--- src/sv/lsh_pkg.sv ---
// Package for the log-scaled histogram engine: sizes, item and control types.
// Used by the top level, the controller and the datapath; depends on nothing else.
`default_nettype none

package lsh_pkg;

    localparam int NUM_BINS   = 1024;
    localparam int BIN_W      = 10;
    localparam int MARK_W     = 11;
    localparam int FRAC_BITS  = 8;
    localparam int SAMPLE_W   = 32;
    localparam int COUNT_W    = 32;
    localparam int SUBDIV_W   = 16;
    localparam int LOG_FRAC_W = 16;
    localparam int MAG_W      = 21;
    localparam int PROD_W     = 52;
    localparam int LG_W       = 21;
    localparam int PROD2_W    = 37;
    localparam int OFF_W      = 13;
    localparam int BINS_W     = 15;

    localparam logic [30:0] LOG10_2_Q32 = 31'd1292913987;
    localparam logic [SUBDIV_W-1:0] SUBDIV_RESET = 16'd2560;

    localparam logic FUNC_ADD  = 1'b0;
    localparam logic FUNC_READ = 1'b1;

    typedef struct packed {
        logic                func;
        logic [SAMPLE_W-1:0] sample;
        logic [BIN_W-1:0]    read_index;
    } in_item_t;

    typedef struct packed {
        logic               accepted;
        logic [BIN_W-1:0]   bin_index;
        logic [COUNT_W-1:0] bin_total;
        logic [MARK_W-1:0]  lowest_bin;
        logic [MARK_W-1:0]  bin_end;
    } out_item_t;

    typedef enum logic [3:0] {
        ST_CLEAR,
        ST_IDLE,
        ST_NORM,
        ST_SQ,
        ST_BIT,
        ST_MAG,
        ST_MULA,
        ST_RND,
        ST_MULB,
        ST_BIN,
        ST_RD,
        ST_WR,
        ST_OUT
    } state_t;

    typedef struct packed {
        logic clr_step;
        logic load_in;
        logic norm_step;
        logic sq_step;
        logic bit_step;
        logic mag_step;
        logic mula_step;
        logic rnd_step;
        logic mulb_step;
        logic bin_step;
        logic wr_step;
        logic out_load;
    } cmd_t;

    typedef struct packed {
        logic clear_done;
        logic is_read;
        logic is_zero;
        logic norm_done;
        logic bits_done;
        logic in_range;
        logic out_free;
    } status_t;

endpackage

`default_nettype wire

--- src/sv/lsh_ctrl.sv ---
// Controller state machine of the histogram engine.
// Depends on lsh_pkg; drives the datapath by commands and reads its status.
`default_nettype none

module lsh_ctrl (
    input  wire logic             clk,
    input  wire logic             rst_n,
    input  wire logic             in_valid,
    input  wire lsh_pkg::status_t status,
    output lsh_pkg::cmd_t         cmd,
    output logic                  in_stall
);

    import lsh_pkg::*;

    state_t state_reg;
    state_t state_next;

    always_ff @(posedge clk or negedge rst_n)
    begin
        if (!rst_n)
        begin
            state_reg <= ST_CLEAR;
        end
        else
        begin
            state_reg <= state_next;
        end
    end

    always_comb
    begin
        state_next = state_reg;
        unique case (state_reg)
            ST_CLEAR: if (status.clear_done) state_next = ST_IDLE;
            ST_IDLE:
            begin
                if (in_valid)
                begin
                    state_next = ST_NORM;
                end
            end
            ST_NORM:
            begin
                // The loaded item is decided here, in the cycle after it was taken.
                priority if (status.is_read)  state_next = ST_RD;
                else if (status.is_zero)      state_next = ST_OUT;
                else if (status.norm_done)    state_next = ST_SQ;
                else                          state_next = ST_NORM;
            end
            ST_SQ:   state_next = ST_BIT;
            ST_BIT:  state_next = status.bits_done ? ST_MAG : ST_SQ;
            ST_MAG:  state_next = ST_MULA;
            ST_MULA: state_next = ST_RND;
            ST_RND:  state_next = ST_MULB;
            ST_MULB: state_next = ST_BIN;
            ST_BIN:  state_next = ST_RD;
            ST_RD:   state_next = status.in_range ? ST_WR : ST_OUT;
            ST_WR:   state_next = ST_OUT;
            ST_OUT:  if (status.out_free) state_next = ST_IDLE;
            default: state_next = ST_CLEAR;
        endcase
    end

    always_comb
    begin
        cmd      = '0;
        in_stall = 1'b1;
        unique case (state_reg)
            ST_CLEAR: cmd.clr_step = 1'b1;
            ST_IDLE:
            begin
                in_stall    = 1'b0;
                cmd.load_in = in_valid;
            end
            ST_NORM:
            begin
                cmd.norm_step = !status.is_read && !status.is_zero && !status.norm_done;
            end
            ST_SQ:   cmd.sq_step   = 1'b1;
            ST_BIT:  cmd.bit_step  = 1'b1;
            ST_MAG:  cmd.mag_step  = 1'b1;
            ST_MULA: cmd.mula_step = 1'b1;
            ST_RND:  cmd.rnd_step  = 1'b1;
            ST_MULB: cmd.mulb_step = 1'b1;
            ST_BIN:  cmd.bin_step  = 1'b1;
            ST_RD:   ;
            ST_WR:   cmd.wr_step   = 1'b1;
            ST_OUT:  cmd.out_load  = status.out_free;
            default: ;
        endcase
    end

endmodule

`default_nettype wire

--- config.mk ---
export PLATFORM = sky130hd
export DESIGN_NAME = lsh_ctrl
export DESIGN_NICKNAME = d
export VERILOG_FILES = /design/src/sv/lsh_pkg.sv /design/src/sv/lsh_ctrl.sv
export SDC_FILE = /design/constraint.sdc
export NUM_CORES = 1
export LEC_CHECK = 0
export BUFFER_PORTS_ARGS = -buffer_cell sky130_fd_sc_hd__buf_2
export CAP_MARGIN = 15
export CORE_AREA = 2 2 39 41
export DETAILED_ROUTE_END_ITERATION = 12
export DIE_AREA = 0 0 41 43
export PLACE_DENSITY = 0.76
export SLEW_MARGIN = 20
export SYNTH_ARGS = -nofsm -noshare
export SYNTH_HDL_FRONTEND = slang
export SYNTH_SLANG_ARGS = --single-unit
export TNS_END_PERCENT = 5
--- constraint.sdc ---
create_clock -name clk -period 2.4 [get_ports clk]
set_clock_uncertainty 0.2 [all_clocks]
set_input_delay 0.12 -clock clk [delete_from_list [all_inputs] [get_ports clk]]
set_output_delay 0.12 -clock clk [all_outputs]
set_load 0.01 [all_outputs]
Word-level counts from Yosys, hierarchy flattened
Cells that the tools add are included.

word-level totals
  register bits after elaboration = 4
  latch bits = 0
  memory bits (writable) = 0
  bits in read-only memories = 0
  input bits = 10
  output and inout bits = 13
  word-level logic and storage cells = 45
  memories = 0

cells by class
  add/subtract/negate cells = 0
  multipliers = 0
  divide/modulo/power cells = 0
  $lt $le $gt $ge = 0
  equal/unequal tests = 15
  shift operators = 0
  multiplexer cells = 22
  bitwise operators = 0
  reduce and logical (&&, ||, !) cells = 7

operators by type and width
  cell                number
  $pmux 4 s13         1
  $eq 4x4->1 const B  5
  $mux 4              5
  $eq 4x3->1 const B  4
  $mux 1              14
  $eq 4x2->1 const B  2
  $mux 3              2
  $ne 2x2->1 const B  3
  $eq 4x1->1 const B  1
  $logic_not 4->1     1
  $logic_not 1->1     3
  $reduce_and 3->1    1
  $logic_and 1x1->1   2

Depth between registers and ports, before layout
Gate-level depths: netlist (run 1).

  depth in word-level cells = 4
  mapped depth = 4
  mapped depth without buffers = 3

Worst setup path before layout (run 1)
Ideal clock, no wire load.

  path kind = reg2reg
  start point = reg state_reg[0]
  end point = reg state_reg[1]
  library setup time = 0.134 ns
  arrival time = 1.235 ns
  data required time = 2.066 ns
  path slack = 0.830 ns
  cell stages (with the launch flop) = 5
  path buffers = 1
  clock period less this slack = 1.570 ns
  cells stage by stage = dfrtp_1 buf_6 or4_4 o22ai_2 a311oi_1

between the ends
  longest elaborated chain between the ends = 3
  elaborated cells between the ends (all ways) = 18
  classes of those cells = 15 x eq/ne; 1 x mux; 2 x reduce/logical

ends and longest elaborated chain
  what                                      RTL line        source
  start, declared                           lsh_ctrl.sv:16  state_t state_reg;
  start signal, assigned                    lsh_ctrl.sv:27  state_reg <= state_next;
  $eq 4x4->1, or another cell as far along  lsh_ctrl.sv:34  unique case (state_reg)
  $ne 2x2->1 (no source line)               --
  $reduce_and 3->1 (no source line)         --

Parallel ways exist; a longest one is shown, timed or not.
A chain may end at the register's enable or synchronous reset.

==> flow_summary.toml, run 1 <==
[timing]
fin_setup_tns_ps = 0
report.final.setup_viol = 0
fin_hold_ws_ps = 17.5
max_slew.worst_pin.slew_ps = 467
hold_violations = 0
fin_crit_ps = 1910
drv_slew = 0
fin_crit_sh_pct = 79.5
grt_setup_unrepaired = "no"
fmax_mhz = 524
slew_headroom_pct = 68.9

[synth]
synthCells = 60
ys_ff_latch = 4
ys_warn_count = 0
syn_nets = 70
ys_types = 30
syn_area_per_cell_um2 = 7.82
ys_seq_area_share_pct = 21.3
syn_area_um2 = 469

[placement]
place_area_um2 = 554
gp_congestion = 0.830
dpl.cell_count = 93
port_buffers = 22
dpl.hpwl_um = 864

[setup_path]
start_kind = "register"
crit_arrival_ps = 1590
critPathCaptureType = "output port"
required_ps = 2080
path_class = "register to output port"
cp_max_fo = 12

[drt]
drc_errors = 0
vias = 509
viasPerCell = 5.14
wirelength_um = 1190
ant_nets = 0
wl_per_cell_um = 12.0
drtIter0Drc = 11
firstDrtPassIters = 4

[floorplan]
dieArea_mm2 = 0.00176
rows = 14
die_h_um = 43
die_w_um = 41
initial_core_util_pct = 33.9
io_pins = 23
core_mm2 = 0.00138

[min_path]
hold_class = "input pin to asynchronous set/reset pin"

[cells_and_area]
mostFrequentLayoutCells = "buf_2 (22), nor2_1 (9), inv_1 (4), nor2b_1 (4), dfrtp_1 (4)"
syn_to_final_growth_pct = 29.3
layout.cells.non_filler = 99
finalInstanceArea_um2 = 607
nFillCells = 149
drive_above_1_share_pct = 34.9
antenna_cells = 0
fin_nets = 95
layout_commonest_cell = "buf_2"
largest_reg_flops = 4

[clocking]
clk_pin_slew_worst_paths_ps = 40
cts_tree = "yes"
post_cts_resize_count = 0
cts_sinks = 4
cts_made_buffers = 3
htree_levels = 1
insertion_delay_ps = 230
ctsLongestPathBuffers = 2
root_buffer = "clkbuf_4"

[pwr]
power.share.clock_pct = 13.1
p_switching_mw = 0.317
leakage_nw = 0.288
share_comb_of_total_power_pct = 55.5
max-vdd-ir-drop_uv = 356
switching_share_pct = 48.2
p_seq_share_pct = 31.4
intPower_mw = 0.340
power_density_mw_per_mm2 = 1080

[global_routing]
grt_antenna_before_repair = 0
overflow = 0
grt_max_degree = 17
grt_pass1_wl_um = 2010
grt_pass1_vias = 458
grt_usage_pct = 16.6

[flow_run]
drv_cap = 0

[outcome]
outcome = "completed"
[metal layers]
metal  vias up  track usage (%)  share of wire, %  wire length (um)
met3         0             3.14               7.1                84
li1        262                -                 -                 -
met1       226             21.6                45               538
met5         -                0                 0                 0
met2        21             25.3                47               562
met4         0             8.00                 0                 0
[per-stage QoR]
stage               setup slack (ps)  total power, mW  util [%]
finish                           492            0.657      43.9
global route                     367            0.729      43.9
floorplan                        830            0.513         -
CTS                              479            0.659      43.9
detailed placement               732            0.564      40.1
global placement                 780            0.554      40.1
[area by class of cell]
cell class                 instances  area, um2  area share (%)
tap                               16       20.0            3.30
multi-input combinational         47        309            50.9
timing repair buffer              25        140            23.1
clock buffer                       3       22.5            3.71
sequential                         4        100            16.5
inverter                           4       15.0            2.47
[power by group through the flow]
stage / combinational (mW) / sequential, mW / clock, mW
floorplan: 0.378 / 0.135 / 0
global placement: 0.354 / 0.199 / 0
detailed placement: 0.360 / 0.204 / 0
CTS: 0.366 / 0.204 / 0.0888
global route: 0.415 / 0.219 / 0.0952
finish: 0.365 / 0.206 / 0.0861
[synth_stat cells]
cell / n / share of area, %
dfrtp_1: 4 / 21
o31ai_1: 1 / 1.6
nor4b_4: 1 / 5.1
nor2_1: 9 / 7.2
a31o_2: 1 / 1.9
or2_1: 1 / 1.3
nand3b_1: 3 / 4.8
o22ai_2: 1 / 2.7
a311oi_1: 1 / 1.9
a22o_1: 1 / 1.9
nand2_1: 3 / 2.4
nor3b_1: 2 / 3.2
clkbuf_1: 1 / 0.80
nand2b_1: 3 / 4.0
a21o_1: 1 / 1.6
inv_1: 4 / 3.2
or4_4: 1 / 2.4
buf_6: 3 / 7.2
buf_4: 1 / 1.6
or3_1: 2 / 2.7
a31oi_1: 1 / 1.3
nand4b_1: 1 / 1.9
nand4_1: 1 / 1.3
nor2b_1: 4 / 5.3
nor3_1: 1 / 1.1
nor4_1: 1 / 1.3
or4_1: 1 / 1.6
o21ai_0: 3 / 3.2
o211ai_1: 2 / 3.2
nand3_1: 1 / 1.1
[what timing repair did]
item	4_1_cts	5_1_grt
hold endpoints to repair	6	0
setup endpoints to repair	0	0
hold buffers	3	0
setup buffers	0	0
[kinds of logic after synthesis]
group	Yosys count	synth area share (%)
flops	4	21.3
simple gates	35	46.7
compound gates	12	19.2
buf+inv	9	12.8
[final timing paths]
| kind | from | endpoint | slack [ps] | cells past startpoint |
|---|---|---|---|---|
| hold / removal | rst_n | state_reg[3]$_DFFE_PN0P_ | 20 | 2 |
| hold reg to reg | state_reg[1]$_DFFE_PN0P_ | state_reg[3]$_DFFE_PN0P_ | 520 | 1 |
| min in group clk | in_valid | state_reg[0]$_DFFE_PN0P_ | 20 | 3 |
| setup / recovery | state_reg[0]$_DFFE_PN0P_ | cmd[10] | 490 | 4 |
| setup reg to reg | state_reg[3]$_DFFE_PN0P_ | state_reg[1]$_DFFE_PN0P_ | 730 | 3 |
| max in group asynchronous | rst_n | state_reg[0]$_DFFE_PN0P_ | 1870 | 2 |
[critical path: stages (launching register included)]
cell	delay, ps
dfrtp_1	570
nand2b_1	210
or3_1	360
nor2_1	80
buf_2	130
No activity file was read; power rests on OpenSTA's default activity.
==> run 2, diff against run 1 <==
ABC_AREA = 1   (was unset)
clock period = 1.55 ns   (was 2.4 ns; I/O delays follow)
==> run 2 against run 1 <==
Worst hold slack better by 12 ps. Clock-buffer cell count unchanged. Critical path depth unchanged. Clock power up 45%. Core utilization up 8.5 points. Non-clock buffer count up 4. Sequential cell count unchanged. Area after synthesis down 5.3%.
==> flow_summary.toml, run 2 <==
[cells_and_area]
layout.cells.non_filler = 132
drive_above_1_share_pct = 44.0
fin_nets = 128
mostFrequentLayoutCells = "nand2_1 (23), buf_2 (22), inv_1 (15)"
layout_commonest_cell = "nand2_1"
largest_reg_flops = 4
finalInstanceArea_um2 = 724
antenna_cells = 0
syn_to_final_growth_pct = 63.1

[timing]
fin_crit_ps = 1510
worst_slack_ps = 35.7
grt_setup_unrepaired = "yes"
fin_crit_sh_pct = 97.7
fmax_mhz = 660
report.final.setup_viol = 0
drv_slew = 0
fin_hold_ws_ps = 29.1
hold_violations = 0
max_slew.worst_pin.slew_ps = 210
slew_headroom_pct = 86.0

[drt]
drtIter0Drc = 18
viasPerCell = 4.70
vias = 621
firstDrtPassIters = 4
wirelength_um = 1350
drc_errors = 0
ant_nets = 0
wl_per_cell_um = 10.2

[synth]
ys_ff_latch = 4
synth_top_cell_area_share_pct = 22.5
syn_nets = 94
synth-edff-count = 0
ys_warn_count = 0
ys_seq_area_share_pct = 22.5
async_flop_share_pct = 100
syn_area_um2 = 444
synthCells = 84
syn_area_per_cell_um2 = 5.29
yosysTopAreaCell = "dfrtp_1"
synth.most_common_cell = "nand2_1"
synth_area_leaders = "dfrtp_1 (23%), nand2_1 (21%), inv_1 (15%), nor2_1 (13%), nor2_2 (8.5%)"
synth_ff_type = "dfrtp_1"
ys_types = 13
synth_common_cells = "nand2_1 (25), inv_1 (18), nor2_1 (15)"

[placement]
dpl.cell_count = 122
port_buffers = 22
dpl.hpwl_um = 1000
place_ws_ps = 162
place_area_um2 = 574
gp_congestion = 0.840

[clocking]
cts_made_buffers = 3
cts_sinks = 4
clk_pin_slew_worst_paths_ps = 40
ctsLongestPathBuffers = 2
insertion_delay_ps = 230
htree_levels = 1
cts_tree = "yes"
root_buffer = "clkbuf_4"

[setup_path]
path_class = "register to output port"
crit_arrival_ps = 1240
critPathCaptureType = "output port"
start_kind = "register"
required_ps = 1270
cp_max_fo = 7

[global_routing]
grt_util_met2_pct = 25.9
overflow = 0
top_usage_layer = "met2"
grt_max_degree = 8
grt_usage_pct = 15.7
grt_pass1_vias = 521
grt_antenna_before_repair = 0
use_met1_pct = 19.0
grtUsageMet3_pct = 4.71
grt_pass1_wl_um = 1930

[flow_run]
drv_cap = 0

[floorplan]
dieArea_mm2 = 0.00176
rows = 14
initial_core_util_pct = 32.1
core_mm2 = 0.00138
die_w_um = 41
die_h_um = 43
io_pins = 23

[outcome]
outcome = "completed"

[pwr]
leakage_nw = 0.459
power_density_mw_per_mm2 = 1690
max-vdd-ir-drop_uv = 787

[min_path]
hold_class = "input pin to register"
-- run 2: repair_timing --
| action | 4_1_cts | 5_1_grt |
|---|---|---|
| hold endpoints to repair | 6 | 0 |
| pin swaps | 0 | 4 |
| gates resized for setup | 6 | 15 |
| buffers inserted | 1 | 2 |
| hold buffers | 4 | 0 |
| setup endpoints to repair | 4 | 8 |
-- run 2: critical path: stages, from the launching register on --
cell	delay [ps]
dfrtp_2	480
nor2_2	220
nand2_2	100
nor2_1	90
buf_2	130
-- run 2: layer usage --
| metal | wire length (um) | vias to the layer above | part of all wire, % |
|---|---|---|---|
| met5 | 0 | - | 0 |
| met4 | 0 | 0 | 0 |
| met3 | 113 | 0 | 8.4 |
| met2 | 667 | 30 | 50 |
| met1 | 566 | 279 | 42 |
| li1 | - | 312 | - |
-- run 2: final cells by class --
cell class	instances	area [um2]
Inverter	20	80.1
Fill cell	134	659
Clock buffer	3	22.5
Timing Repair Buffer	29	173
Tap cell	16	20.0
Multi-Input combinational cell	60	325
Sequential cell	4	104
-- run 2: through the flow --
| stage | total power [mW] | TNS [ps] | util (%) |
|---|---|---|---|
| global placement | 0.857 | 0 | 41.5 |
| global route | 1.33 | -177 | 52.4 |
| finish | 1.23 | 0 | 52.4 |
| detailed placement | 0.870 | 0 | 41.5 |
| CTS | 1.06 | -6.74 | 47.5 |
| floorplan | 0.676 | 0 | - |
-- run 2: power by group --
part | total, mW | internal (mW) | switching [mW]
logic | 0.829 | 0.322 | 0.508
clock network | 0.125 | 0.0863 | 0.0388
registers | 0.271 | 0.163 | 0.108
-- run 2: worst paths after layout --
check	start	to	slack (ps)	depth (start not counted)
worst max-delay path	state_reg[1]$_DFFE_PN0P_	cmd[10]	40	4
worst min-delay path	status[1]	state_reg[2]$_DFFE_PN0P_	30	4
worst max register to register	state_reg[1]$_DFFE_PN0P_	state_reg[0]$_DFFE_PN0P_	180	6
worst min register to register	state_reg[2]$_DFFE_PN0P_	state_reg[0]$_DFFE_PN0P_	580	5
max in group asynchronous	rst_n	state_reg[1]$_DFFE_PN0P_	440	3
min in group asynchronous	rst_n	state_reg[3]$_DFFE_PN0P_	530	3
-- run 2: cell families (layout without fill, tap and decap cells) --
kind of cell  Yosys count  after routing  share of synthesized area, %
flops                   4              4                          22.5
buf+inv                20             52                          16.9
simple gates           60             60                          60.6
==> run 3, diff against run 2 <==
SETUP_SLACK_MARGIN = 0.1   (was unset)
==> run 3 against run 2 <==
Critical path type unchanged. Highest routed layer is now met4. Global-route usage up 2.0 points. Die area unchanged. Routed wire length up 23%. Clock-buffer cell count unchanged. Sequential power down 6%. Cell count up 4.5%. Largest cell class unchanged. First-iteration DRC count down 22%. Total power up 11%. Core utilization up 6.0 points.
==> flow_summary.toml, run 3 (synthesis results as in run 2) <==
[clocking]
cts_tree = "yes"
cts_sinks = 4
root_buffer = "clkbuf_4"
insertion_delay_ps = 230
htree_levels = 1
ctsLongestPathBuffers = 2
clk_pin_slew_worst_paths_ps = 40
cts_made_buffers = 3

[global_routing]
grt_pass1_vias = 596
grt_max_degree = 8
grt_usage_pct = 17.8
overflow = 0
grt_antenna_before_repair = 0
grt_pass1_wl_um = 2160

[cells_and_area]
finalInstanceArea_um2 = 807
mostFrequentLayoutCells = "nand2_1 (18), buf_2 (18), nor2_1 (13)"
nFillCells = 129
fin_nets = 134
syn_to_final_growth_pct = 81.7
largest_reg_flops = 4
multiInputGateArea_um2 = 330
final-seq-area_um2 = 104
antenna_cells = 0
drive_above_1_share_pct = 54.1

[setup_path]
critPathTopFamily = "flip-flops"
cp_max_fo = 3
cp_cell_sequence = "buf_4 > nor2_4 > nand2_2 > nor2_1 > buf_2"
start_kind = "register"
required_ps = 1270
slowest_stage = "dfrtp_2"
crit_arrival_ps = 1250
critPathCaptureType = "output port"
crit_path_max_incr_delay_ps = 430
path_class = "register to output port"
critPathBufInv = 2

[placement]
dpl.hpwl_um = 1000
place_ws_ps = 162
gp_congestion = 0.840
place_area_um2 = 574
port_buffers = 22

[timing]
max_slew.worst_pin.slew_ps = 233
hold_violations = 0
slew_headroom_pct = 84.5
drv_slew = 0
fin_crit_sh_pct = 98.7
grt_setup_unrepaired = "yes"
fin_crit_ps = 1530
fin_hold_ws_ps = 34.4
fmax_mhz = 654
worst_slack_ps = 20.0
report.final.setup_viol = 0

[pwr]
leakage_nw = 0.476
max-vdd-ir-drop_uv = 930
total_power_mw = 1.36
power_density_mw_per_mm2 = 1690

[drt]
ant_nets = 0
viasPerCell = 4.89
vias = 675
wirelength_um = 1660
drc_errors = 0
firstDrtPassIters = 4
wl_per_cell_um = 12.0
drtIter0Drc = 14

[outcome]
outcome = "completed"

[floorplan]
core_mm2 = 0.00138
die_h_um = 43
initial_core_util_pct = 32.1
io_pins = 23
rows = 14
die_w_um = 41
dieArea_mm2 = 0.00176

[min_path]
hold_class = "input pin to register"

[flow_run]
drv_cap = 0
run 3: cell types whose count changed in the layout (fill, tap and decap cells not counted):
cell | previous run | this run
nor2_4 | 4 | 3
nand2_1 | 23 | 18
nand2_2 | 1 | 8
nand3_2 | 1 | 0
buf_4 | 3 | 7
buf_2 | 22 | 18
inv_2 | 3 | 7
buf_6 | 0 | 6
nand2_4 | 2 | 0
nand3_4 | 0 | 1
nor2_2 | 4 | 5
inv_1 | 15 | 11
run 3: worst register-to-register path, stage by stage, from the launching register on:
cell,delay [ps]
dfrtp_2,410
inv_4,50
buf_6,110
nor2_4,180
nand2_2,100
buf_4,150
nand3_1,80
nor2_1,50
nor2_1,100
run 3: where the power goes:
group	internal, mW	switching (mW)
sequential	0.163	0.0933
combinational	0.403	0.582
clock	0.0862	0.0374
run 3: cell type report:
class	instances	area share [%]
Sequential cell	4	12.9
Clock buffer	3	2.79
Tap cell	16	2.48
Multi-Input combinational cell	60	40.9
Timing Repair Buffer	35	31.0
Inverter	20	9.92
run 3: timing repair:
item | in CTS | in global routing
endpoints found under the setup margin | 11 | 12
hold endpoints to repair | 6 | 0
hold buffers | 4 | 0
setup buffers | 4 | 5
pin swaps | 2 | 9
resized for setup | 14 | 20
run 3: routing by layer:
metal	routed length (um)	GRT usage, %	vias to the layer above
met3	112	4.71	10
met1	689	20.6	298
met5	0	0	-
li1	-	-	324
met2	790	26.9	43
met4	69	12.0	0
run 3: per-stage QoR:
stage / utilization, % / TNS, ps / std cells
after floorplan: - / 0 / 84
after global placement: 41.5 / 0 / 122
after detailed placement: 41.5 / 0 / 122
after CTS: 50.8 / 0 / 133
after global routing: 58.3 / -190 / 138
final: 58.3 / 0 / 138
run 3: path summary, 6_finish.rpt:
kind | start | endpoint | slack, ps | cells after the start
worst max-delay path | state_reg[2]$_DFFE_PN0P_ | cmd[10] | 20 | 5
worst min-delay path | status[1] | state_reg[2]$_DFFE_PN0P_ | 30 | 4
worst max register to register | state_reg[2]$_DFFE_PN0P_ | state_reg[1]$_DFFE_PN0P_ | 40 | 8
worst min register to register | state_reg[1]$_DFFE_PN0P_ | state_reg[0]$_DFFE_PN0P_ | 600 | 5
max in group asynchronous | rst_n | state_reg[0]$_DFFE_PN0P_ | 430 | 3
min in group asynchronous | rst_n | state_reg[3]$_DFFE_PN0P_ | 540 | 3
